## src/rtl/srq_pkg.sv

```systemverilog
package srq_pkg;

  localparam int ID_W   = 8;
  localparam int PRIO_W = 8;
  localparam int STAT_W = 2;
  localparam int OCC_W  = 5;

  // request codes
  localparam logic REQ_ENQ = 1'b0;
  localparam logic REQ_DEQ = 1'b1;

  // result status codes
  localparam logic [STAT_W-1:0] STAT_OK    = 2'd0;
  localparam logic [STAT_W-1:0] STAT_FULL  = 2'd1;
  localparam logic [STAT_W-1:0] STAT_EMPTY = 2'd2;

  // controller -> datapath
  typedef struct packed {
    logic              exec;  // word accepted this cycle, load result register
    logic              enq;   // insert the incoming entry
    logic              deq;   // pop the head entry
    logic [STAT_W-1:0] code;  // status of this word
  } cmd_t;

  // datapath -> controller
  typedef struct packed {
    logic empty;
    logic full;
  } dp_stat_t;

endpackage

```

## src/rtl/srq_ctrl.sv

```systemverilog
module srq_ctrl (
  input  logic              clk,
  input  logic              rst_n,
  input  logic              in_valid,
  output logic              in_stall,
  input  logic              in_req_type,
  output logic              out_valid,
  input  logic              out_stall,
  input  srq_pkg::dp_stat_t dp_stat,
  output srq_pkg::cmd_t     cmd
);
  import srq_pkg::*;

  typedef enum logic [1:0] {
    ST_IDLE = 2'b01,  // result register empty
    ST_HOLD = 2'b10   // result register holds a word
  } state_t;

  state_t state_r, state_nxt;
  logic   exec;

  assign out_valid = (state_r == ST_HOLD);
  // a held result that is being taken frees the register for the next word
  assign in_stall  = out_valid && out_stall;
  assign exec      = in_valid && !in_stall;

  always_comb begin
    state_nxt = state_r;
    unique case (state_r)
      ST_IDLE: begin
        if (exec) state_nxt = ST_HOLD;
      end
      ST_HOLD: begin
        if (!exec && !out_stall) state_nxt = ST_IDLE;
      end
      default: state_nxt = ST_IDLE;
    endcase
  end

  always_ff @(posedge clk) begin
    if (!rst_n) begin
      state_r <= ST_IDLE;
    end else begin
      state_r <= state_nxt;
    end
  end

  always_comb begin
    cmd.exec = exec;
    cmd.enq  = exec && (in_req_type == REQ_ENQ) && !dp_stat.full;
    cmd.deq  = exec && (in_req_type == REQ_DEQ) && !dp_stat.empty;
    if (in_req_type == REQ_ENQ) begin
      cmd.code = dp_stat.full ? STAT_FULL : STAT_OK;
    end else begin
      cmd.code = dp_stat.empty ? STAT_EMPTY : STAT_OK;
    end
  end

  a_exec_loads: assert property (@(posedge clk) disable iff (!rst_n)
    exec |=> out_valid)
    else $error("accepted word did not produce a result");

  a_stall_only_held: assert property (@(posedge clk) disable iff (!rst_n)
    in_stall |-> out_valid)
    else $error("input stalled with no result held");

  a_one_op: assert property (@(posedge clk) disable iff (!rst_n)
    !(cmd.enq && cmd.deq))
    else $error("insert and pop in one cycle");

endmodule

```

## src/rtl/srq_dp.sv

```systemverilog
module srq_dp #(
  parameter int QUEUE_DEPTH = 16
) (
  input  logic                        clk,
  input  logic                        rst_n,
  input  srq_pkg::cmd_t               cmd,
  output srq_pkg::dp_stat_t           dp_stat,
  input  logic [srq_pkg::ID_W-1:0]    in_proc_id,
  input  logic [srq_pkg::PRIO_W-1:0]  in_prio,
  output logic [srq_pkg::STAT_W-1:0]  out_status,
  output logic [srq_pkg::ID_W-1:0]    out_id,
  output logic [srq_pkg::PRIO_W-1:0]  out_prio,
  output logic [srq_pkg::OCC_W-1:0]   out_occupancy
);
  import srq_pkg::*;

  localparam int CW = $clog2(QUEUE_DEPTH + 1);

  // cell array, head at index 0; contents above the count are don't-care
  logic [ID_W-1:0]   ids_r   [QUEUE_DEPTH];
  logic [PRIO_W-1:0] prios_r [QUEUE_DEPTH];
  logic [ID_W-1:0]   ids_nxt   [QUEUE_DEPTH];
  logic [PRIO_W-1:0] prios_nxt [QUEUE_DEPTH];

  wire [ID_W-1:0]   prev_id   [QUEUE_DEPTH];
  wire [PRIO_W-1:0] prev_prio [QUEUE_DEPTH];
  wire [ID_W-1:0]   next_id   [QUEUE_DEPTH];
  wire [PRIO_W-1:0] next_prio [QUEUE_DEPTH];

  wire [QUEUE_DEPTH-1:0] keep;       // cell holds an entry that outranks or ties
  wire [QUEUE_DEPTH-1:0] prev_keep;

  logic [CW-1:0] count_r, count_nxt;
  logic [CW+OCC_W-1:0] occ_ext;

  logic [STAT_W-1:0] status_r;
  logic [ID_W-1:0]   id_r;
  logic [PRIO_W-1:0] prio_r;
  logic [OCC_W-1:0]  occ_r;

  for (genvar g = 0; g < QUEUE_DEPTH; g++) begin : g_cell
    assign keep[g] = (CW'(g) < count_r) && (prios_r[g] >= in_prio);
    if (g == 0) begin : g_head
      assign prev_id[g]   = in_proc_id;
      assign prev_prio[g] = in_prio;
    end else begin : g_body
      assign prev_id[g]   = ids_r[g-1];
      assign prev_prio[g] = prios_r[g-1];
    end
    if (g == QUEUE_DEPTH - 1) begin : g_tail
      assign next_id[g]   = ids_r[g];
      assign next_prio[g] = prios_r[g];
    end else begin : g_mid
      assign next_id[g]   = ids_r[g+1];
      assign next_prio[g] = prios_r[g+1];
    end
  end

  // keep is a prefix, so the insert slot is the first cell without keep
  assign prev_keep = {keep[QUEUE_DEPTH-2:0], 1'b1};

  always_comb begin
    for (int i = 0; i < QUEUE_DEPTH; i++) begin
      ids_nxt[i]   = ids_r[i];
      prios_nxt[i] = prios_r[i];
      if (cmd.enq && !keep[i]) begin
        if (prev_keep[i]) begin
          ids_nxt[i]   = in_proc_id;
          prios_nxt[i] = in_prio;
        end else begin
          ids_nxt[i]   = prev_id[i];
          prios_nxt[i] = prev_prio[i];
        end
      end else if (cmd.deq) begin
        ids_nxt[i]   = next_id[i];
        prios_nxt[i] = next_prio[i];
      end
    end
  end

  always_comb begin
    count_nxt = count_r;
    if (cmd.enq)      count_nxt = count_r + 1'b1;
    else if (cmd.deq) count_nxt = count_r - 1'b1;
  end

  assign occ_ext = {{OCC_W{1'b0}}, count_nxt};

  assign dp_stat.empty = (count_r == '0);
  assign dp_stat.full  = (count_r == CW'(QUEUE_DEPTH));

  always_ff @(posedge clk) begin
    for (int i = 0; i < QUEUE_DEPTH; i++) begin
      ids_r[i]   <= ids_nxt[i];
      prios_r[i] <= prios_nxt[i];
    end
  end

  always_ff @(posedge clk) begin
    if (!rst_n) begin
      count_r <= '0;
    end else begin
      count_r <= count_nxt;
    end
  end

  // result register
  always_ff @(posedge clk) begin
    if (cmd.exec) begin
      status_r <= cmd.code;
      id_r     <= cmd.deq ? ids_r[0] : '0;
      prio_r   <= cmd.deq ? prios_r[0] : '0;
      occ_r    <= occ_ext[OCC_W-1:0];
    end
  end

  assign out_status    = status_r;
  assign out_id        = id_r;
  assign out_prio      = prio_r;
  assign out_occupancy = occ_r;

  a_count_bound: assert property (@(posedge clk) disable iff (!rst_n)
    count_r <= CW'(QUEUE_DEPTH))
    else $error("entry count beyond depth");

  a_pop_count: assert property (@(posedge clk) disable iff (!rst_n)
    cmd.deq |=> count_r == $past(count_r) - 1'b1)
    else $error("pop did not decrement count");

endmodule

```

## src/rtl/sorted_priority_ready_queue.sv

```systemverilog
// Channel  | Handshake        | Word
// ---------+------------------+-------------------------------------------------
// in_      | in_valid/in_stall   | in_req_type, in_proc_id, in_prio
// out_     | out_valid/out_stall | out_status, out_id, out_prio, out_occupancy
//
// One word per cycle: each accepted word updates the sorted cell array and
// loads the result register at the same edge; the result is offered the cycle
// after. The result register is the only limit: in_stall is high only while a
// held result is stalled. Reset (rst_n low, synchronous) empties the queue and
// the result register; no clearing pass is needed.
module sorted_priority_ready_queue #(
  parameter int QUEUE_DEPTH = 16
) (
  input  logic                        clk,
  input  logic                        rst_n,
  input  logic                        in_valid,
  output logic                        in_stall,
  input  logic                        in_req_type,
  input  logic [srq_pkg::ID_W-1:0]    in_proc_id,
  input  logic [srq_pkg::PRIO_W-1:0]  in_prio,
  output logic                        out_valid,
  input  logic                        out_stall,
  output logic [srq_pkg::STAT_W-1:0]  out_status,
  output logic [srq_pkg::ID_W-1:0]    out_id,
  output logic [srq_pkg::PRIO_W-1:0]  out_prio,
  output logic [srq_pkg::OCC_W-1:0]   out_occupancy
);
  import srq_pkg::*;

  cmd_t     cmd;      // accept, insert/pop strobes and status code
  dp_stat_t dp_stat;  // empty/full flags from the cell array

  // handshake and op decode
  srq_ctrl u_ctrl (
    .clk         (clk),
    .rst_n       (rst_n),
    .in_valid    (in_valid),
    .in_stall    (in_stall),
    .in_req_type (in_req_type),
    .out_valid   (out_valid),
    .out_stall   (out_stall),
    .dp_stat     (dp_stat),
    .cmd         (cmd)
  );

  // sorted cell array: every cell compares against the new priority at once,
  // cells behind the insert point shift down, a pop shifts everything up
  srq_dp #(
    .QUEUE_DEPTH (QUEUE_DEPTH)
  ) u_dp (
    .clk           (clk),
    .rst_n         (rst_n),
    .cmd           (cmd),
    .dp_stat       (dp_stat),
    .in_proc_id    (in_proc_id),
    .in_prio       (in_prio),
    .out_status    (out_status),
    .out_id        (out_id),
    .out_prio      (out_prio),
    .out_occupancy (out_occupancy)
  );

endmodule

```

## config.mk

```make
export PLATFORM = sky130hd
export DESIGN_NAME = sorted_priority_ready_queue
export DESIGN_NICKNAME = d
export VERILOG_FILES = /design/src/rtl/srq_pkg.sv /design/src/rtl/srq_ctrl.sv /design/src/rtl/srq_dp.sv /design/src/rtl/sorted_priority_ready_queue.sv
export SDC_FILE = /design/constraint.sdc
export NUM_CORES = 1
export LEC_CHECK = 0
export ABC_CLOCK_PERIOD_IN_PS = 3750
export BUFFER_PORTS_ARGS = -buffer_cell sky130_fd_sc_hd__buf_2
export CAP_MARGIN = 20
export CORE_MARGIN = 1.5
export CORE_UTILIZATION = 50
export DETAILED_ROUTE_END_ITERATION = 6
export PLACE_DENSITY = 0.77
export SETUP_SLACK_MARGIN = 0.4
export SYNTH_ARGS = -nofsm -noshare
export SYNTH_HDL_FRONTEND = slang
export SYNTH_HIERARCHICAL = 1
export SYNTH_SLANG_ARGS = --single-unit
```

## constraint.sdc

```tcl
create_clock -name clk -period 3.75 [get_ports clk]
set_clock_uncertainty 0.1 [all_clocks]
set_input_delay 0.375 -clock clk [delete_from_list [all_inputs] [get_ports clk]]
set_output_delay 0.375 -clock clk [all_outputs]
set_load 0.1 [all_outputs]
```

==> results.py <==
metrics = {
    "outcome": {
        "status": "completed",
    },
    "die": {
        "rows": 67,
        "io_pins": 46,
        "core-area_mm2": 0.0337,
        "die_h_um": 188,
        "start_util_pct": 51.0,
        "dieArea_mm2": 0.0355,
        "die_w_um": 188,
    },
    "setup_path": {
        "cp_cell_sequence": "or2_1 > o21ai_0 > o32ai_4 > nor2_2 > or2_2",
        "cpPeakStageDelay_ps": 870,
        "crit_type": "reg2reg",
        "crit_arrival_ps": 3150,
        "path_delay_family": "compound AO/OA/AOI/OAI gates",
        "endpoint_kind": "flip-flop",
        "crit_buf_inv": 0,
        "critPathSlowestCell": "o32ai_4",
        "cp_max_fo": 18,
        "crit_required_ps": 3900,
        "crit_path_start_kind": "flip-flop",
    },
    "clock_network": {
        "post_cts_buffers": 0,
        "h-tree-depth": 1,
        "insertion_delay_ps": 560,
        "cts_sinks": 286,
        "cts-root-buf": "clkbuf_16",
        "cts_inserted_buffers": 31,
        "cts_tree": "yes",
        "clockBufferDepth": 3,
        "clk_pin_slew_worst_paths_ps": 60,
    },
    "flow_run": {
        "maxCapViolCount": 0,
    },
    "placed_design": {
        "port_buffers": 45,
        "dp_cells": 2001,
        "dp.final_hpwl_um": 32600,
        "place_area_mm2": 0.0181,
        "place_ws_ps": 213,
        "gp_congestion": 0.912,
    },
    "logic_synthesis": {
        "yosysWarnings": 6,
        "ys_types": 68,
        "syn_area_mm2": 0.0172,
        "yosysTopAreaCell": "edfxtp_1",
        "ys.flop_type": "edfxtp_1",
        "ys_ff_latch": 286,
        "synth.area.top_cells": "edfxtp_1 (49%), mux2i_1 (12%), ha_1 (9.6%), nand2_1 (4.3%), o21ai_0 (3.7%)",
        "async_reset_ff_share_pct": 0,
        "syn_inst": 1525,
        "synth_common_cells": "edfxtp_1 (279), mux2i_1 (207), nand2_1 (197)",
        "yosysSeqAreaShare_pct": 49.6,
        "synth_most_common_cell": "edfxtp_1",
        "synth_top_area_share_pct": 48.8,
        "synth.avg_cell_area_um2": 11.3,
        "syn-num-nets": 1678,
        "synth-edff-count": 279,
    },
    "power": {
        "power_density_mw_per_mm2": 572,
        "sw_frac_of_total_pct": 32.8,
        "p_leak_nw": 7.44,
        "power_mw": 11.0,
        "pwr-share-clk_pct": 28.3,
        "power_switching_mw": 3.59,
        "seqPwrFrac_pct": 44.1,
        "internal-power_mw": 7.36,
        "max-vdd-ir-drop_v": 0.000389,
        "comb_power_share_pct": 27.6,
    },
    "drt": {
        "dr_total_vias": 12600,
        "firstDrtPassIters": 7,
        "vias_per_cell": 6.09,
        "wl_um": 45300,
        "routedWlPerCell_um": 22.0,
        "antenna_left": 0,
        "dr.first_iter.drc_count": 1312,
        "drc": 0,
    },
    "timing": {
        "max_freq_mhz": 333,
        "finalSetupTns_ps": 0,
        "finalHoldViolCount": 0,
        "relSlewSlack_pct": 26.0,
        "drv_slew": 0,
        "final-setup-viol-count": 0,
        "worst_slew_pin_slew_ps": 1110,
        "fin_crit_sh_pct": 80.1,
        "fin_crit_ps": 3000,
        "setup_slack_ps": 745,
        "rsz0062_at_grt": "no",
    },
    "global_route": {
        "grt_max_degree": 34,
        "antenna_found_initial": 2,
        "grt_usage_pct": 25.4,
        "grt_pass1_wl_um": 71000,
        "grt_pass1_vias": 12700,
        "overflow": 0,
    },
    "finish": {
        "area_delta_synth_final_pct": 11.5,
        "instances_no_fill": 2061,
        "fin_nets": 1742,
        "n_antenna_cell": 0,
        "final_cell_area_mm2": 0.0191,
        "drive_gt1_share_pct": 14.7,
    },
    "hold_path": {
        "hp-class": "in2reg",
    },
}
[power by group through the flow]
stage / clock network [mW] / registers [mW] / logic [mW]
2_1_floorplan: 0 / 4.86 / 1.95
3_3_place_gp: 0 / 4.86 / 2.80
3_5_place_dp: 0 / 4.87 / 2.92
4_1_cts: 3.13 / 4.81 / 2.96
5_1_grt: 3.26 / 4.88 / 3.31
6_report: 3.10 / 4.83 / 3.02
[layer usage]
metal	vias up	GRT usage (%)	part of all wire, %	wire length [um]
li1	5761	-	-	-
met3	106	3.78	8.0	3600
met2	578	41.2	46	21000
met5	-	0	0.051	23
met4	4	10.0	3.6	1620
met1	6108	34.4	42	19000
[per-stage QoR]
| step | util (%) | hold WS, ps |
|---|---|---|
| 6_report | 56.8 | 67.5 |
| 5_1_grt | 56.8 | 78.8 |
| 4_1_cts | 56.7 | 57.2 |
| 3_5_place_dp | 53.6 | 426 |
| 3_3_place_gp | 53.6 | 410 |
| 2_1_floorplan | - | 351 |
[cell type report]
| type | instances | area (um2) |
|---|---|---|
| clock inverter | 15 | 180 |
| sequential | 286 | 8520 |
| fill | 2788 | 14600 |
| timing repair buffer | 120 | 818 |
| clock buffer | 42 | 847 |
| multi-input combinational | 1118 | 8100 |
| inverter | 32 | 120 |
| tap | 448 | 561 |
[kinds of logic after synthesis]
group | count (synthesis) | share of synthesized area [%]
xor gates and xnor gates | 4 | 0.204
muxes | 262 | 15.7
buffers and inverters | 121 | 3.72
and+or+nand+nor | 371 | 9.74
adders and majority gates | 132 | 9.62
DFF | 286 | 49.6
AOI/OAI and AO/OA | 349 | 11.4
[layout by cell type (no fill, tap or decap), types with 25 or more instances in the layout]
master	instances
nand2_1	197
buf_4	72
mux2_2	34
edfxtp_1	279
o21ai_1	75
a21oi_1	76
clkbuf_16	31
nor2_1	73
mux2i_1	207
inv_1	32
buf_2	45
and2_1	25
ha_1	132
o21ai_0	128
[path summary, 6_finish.rpt]
kind / from / end / slack [ps] / cells after the start
max: u_dp/count_r[3] / u_dp/prios_r[0][56] / 750 / 5
max reg2reg: u_dp/count_r[3] / u_dp/prios_r[0][56] / 750 / 5
min: in_valid / u_ctrl/state_r[0] / 70 / 3
min reg2reg: u_dp/ids_r[1][56] / u_dp/ids_r[1][48] / 430 / 1
[timing repair]
action                                 4_1_cts  5_1_grt
hold buffers                                 1        0
endpoints found under the hold margin        1        0
resized for setup                            0        0
[worst reg2reg max path, cell delays in order, from the launching register on]
cell and delay, ps:
dfxtp_1 600, or2_1 350, o21ai_0 230, o32ai_4 870
nor2_2 60, or2_2 490
[state kept, by name (all words and copies together) (netlist names)]
register,flops
u_dp/out_status,2
u_dp/out_occupancy,5
u_dp/count_r,5
u_dp/ids_r,128
u_dp/out_id,8
u_dp/prios_r,128
u_ctrl/state_r,2
u_dp/out_prio,8
Note: power is estimated with default switching activity, not from simulation.
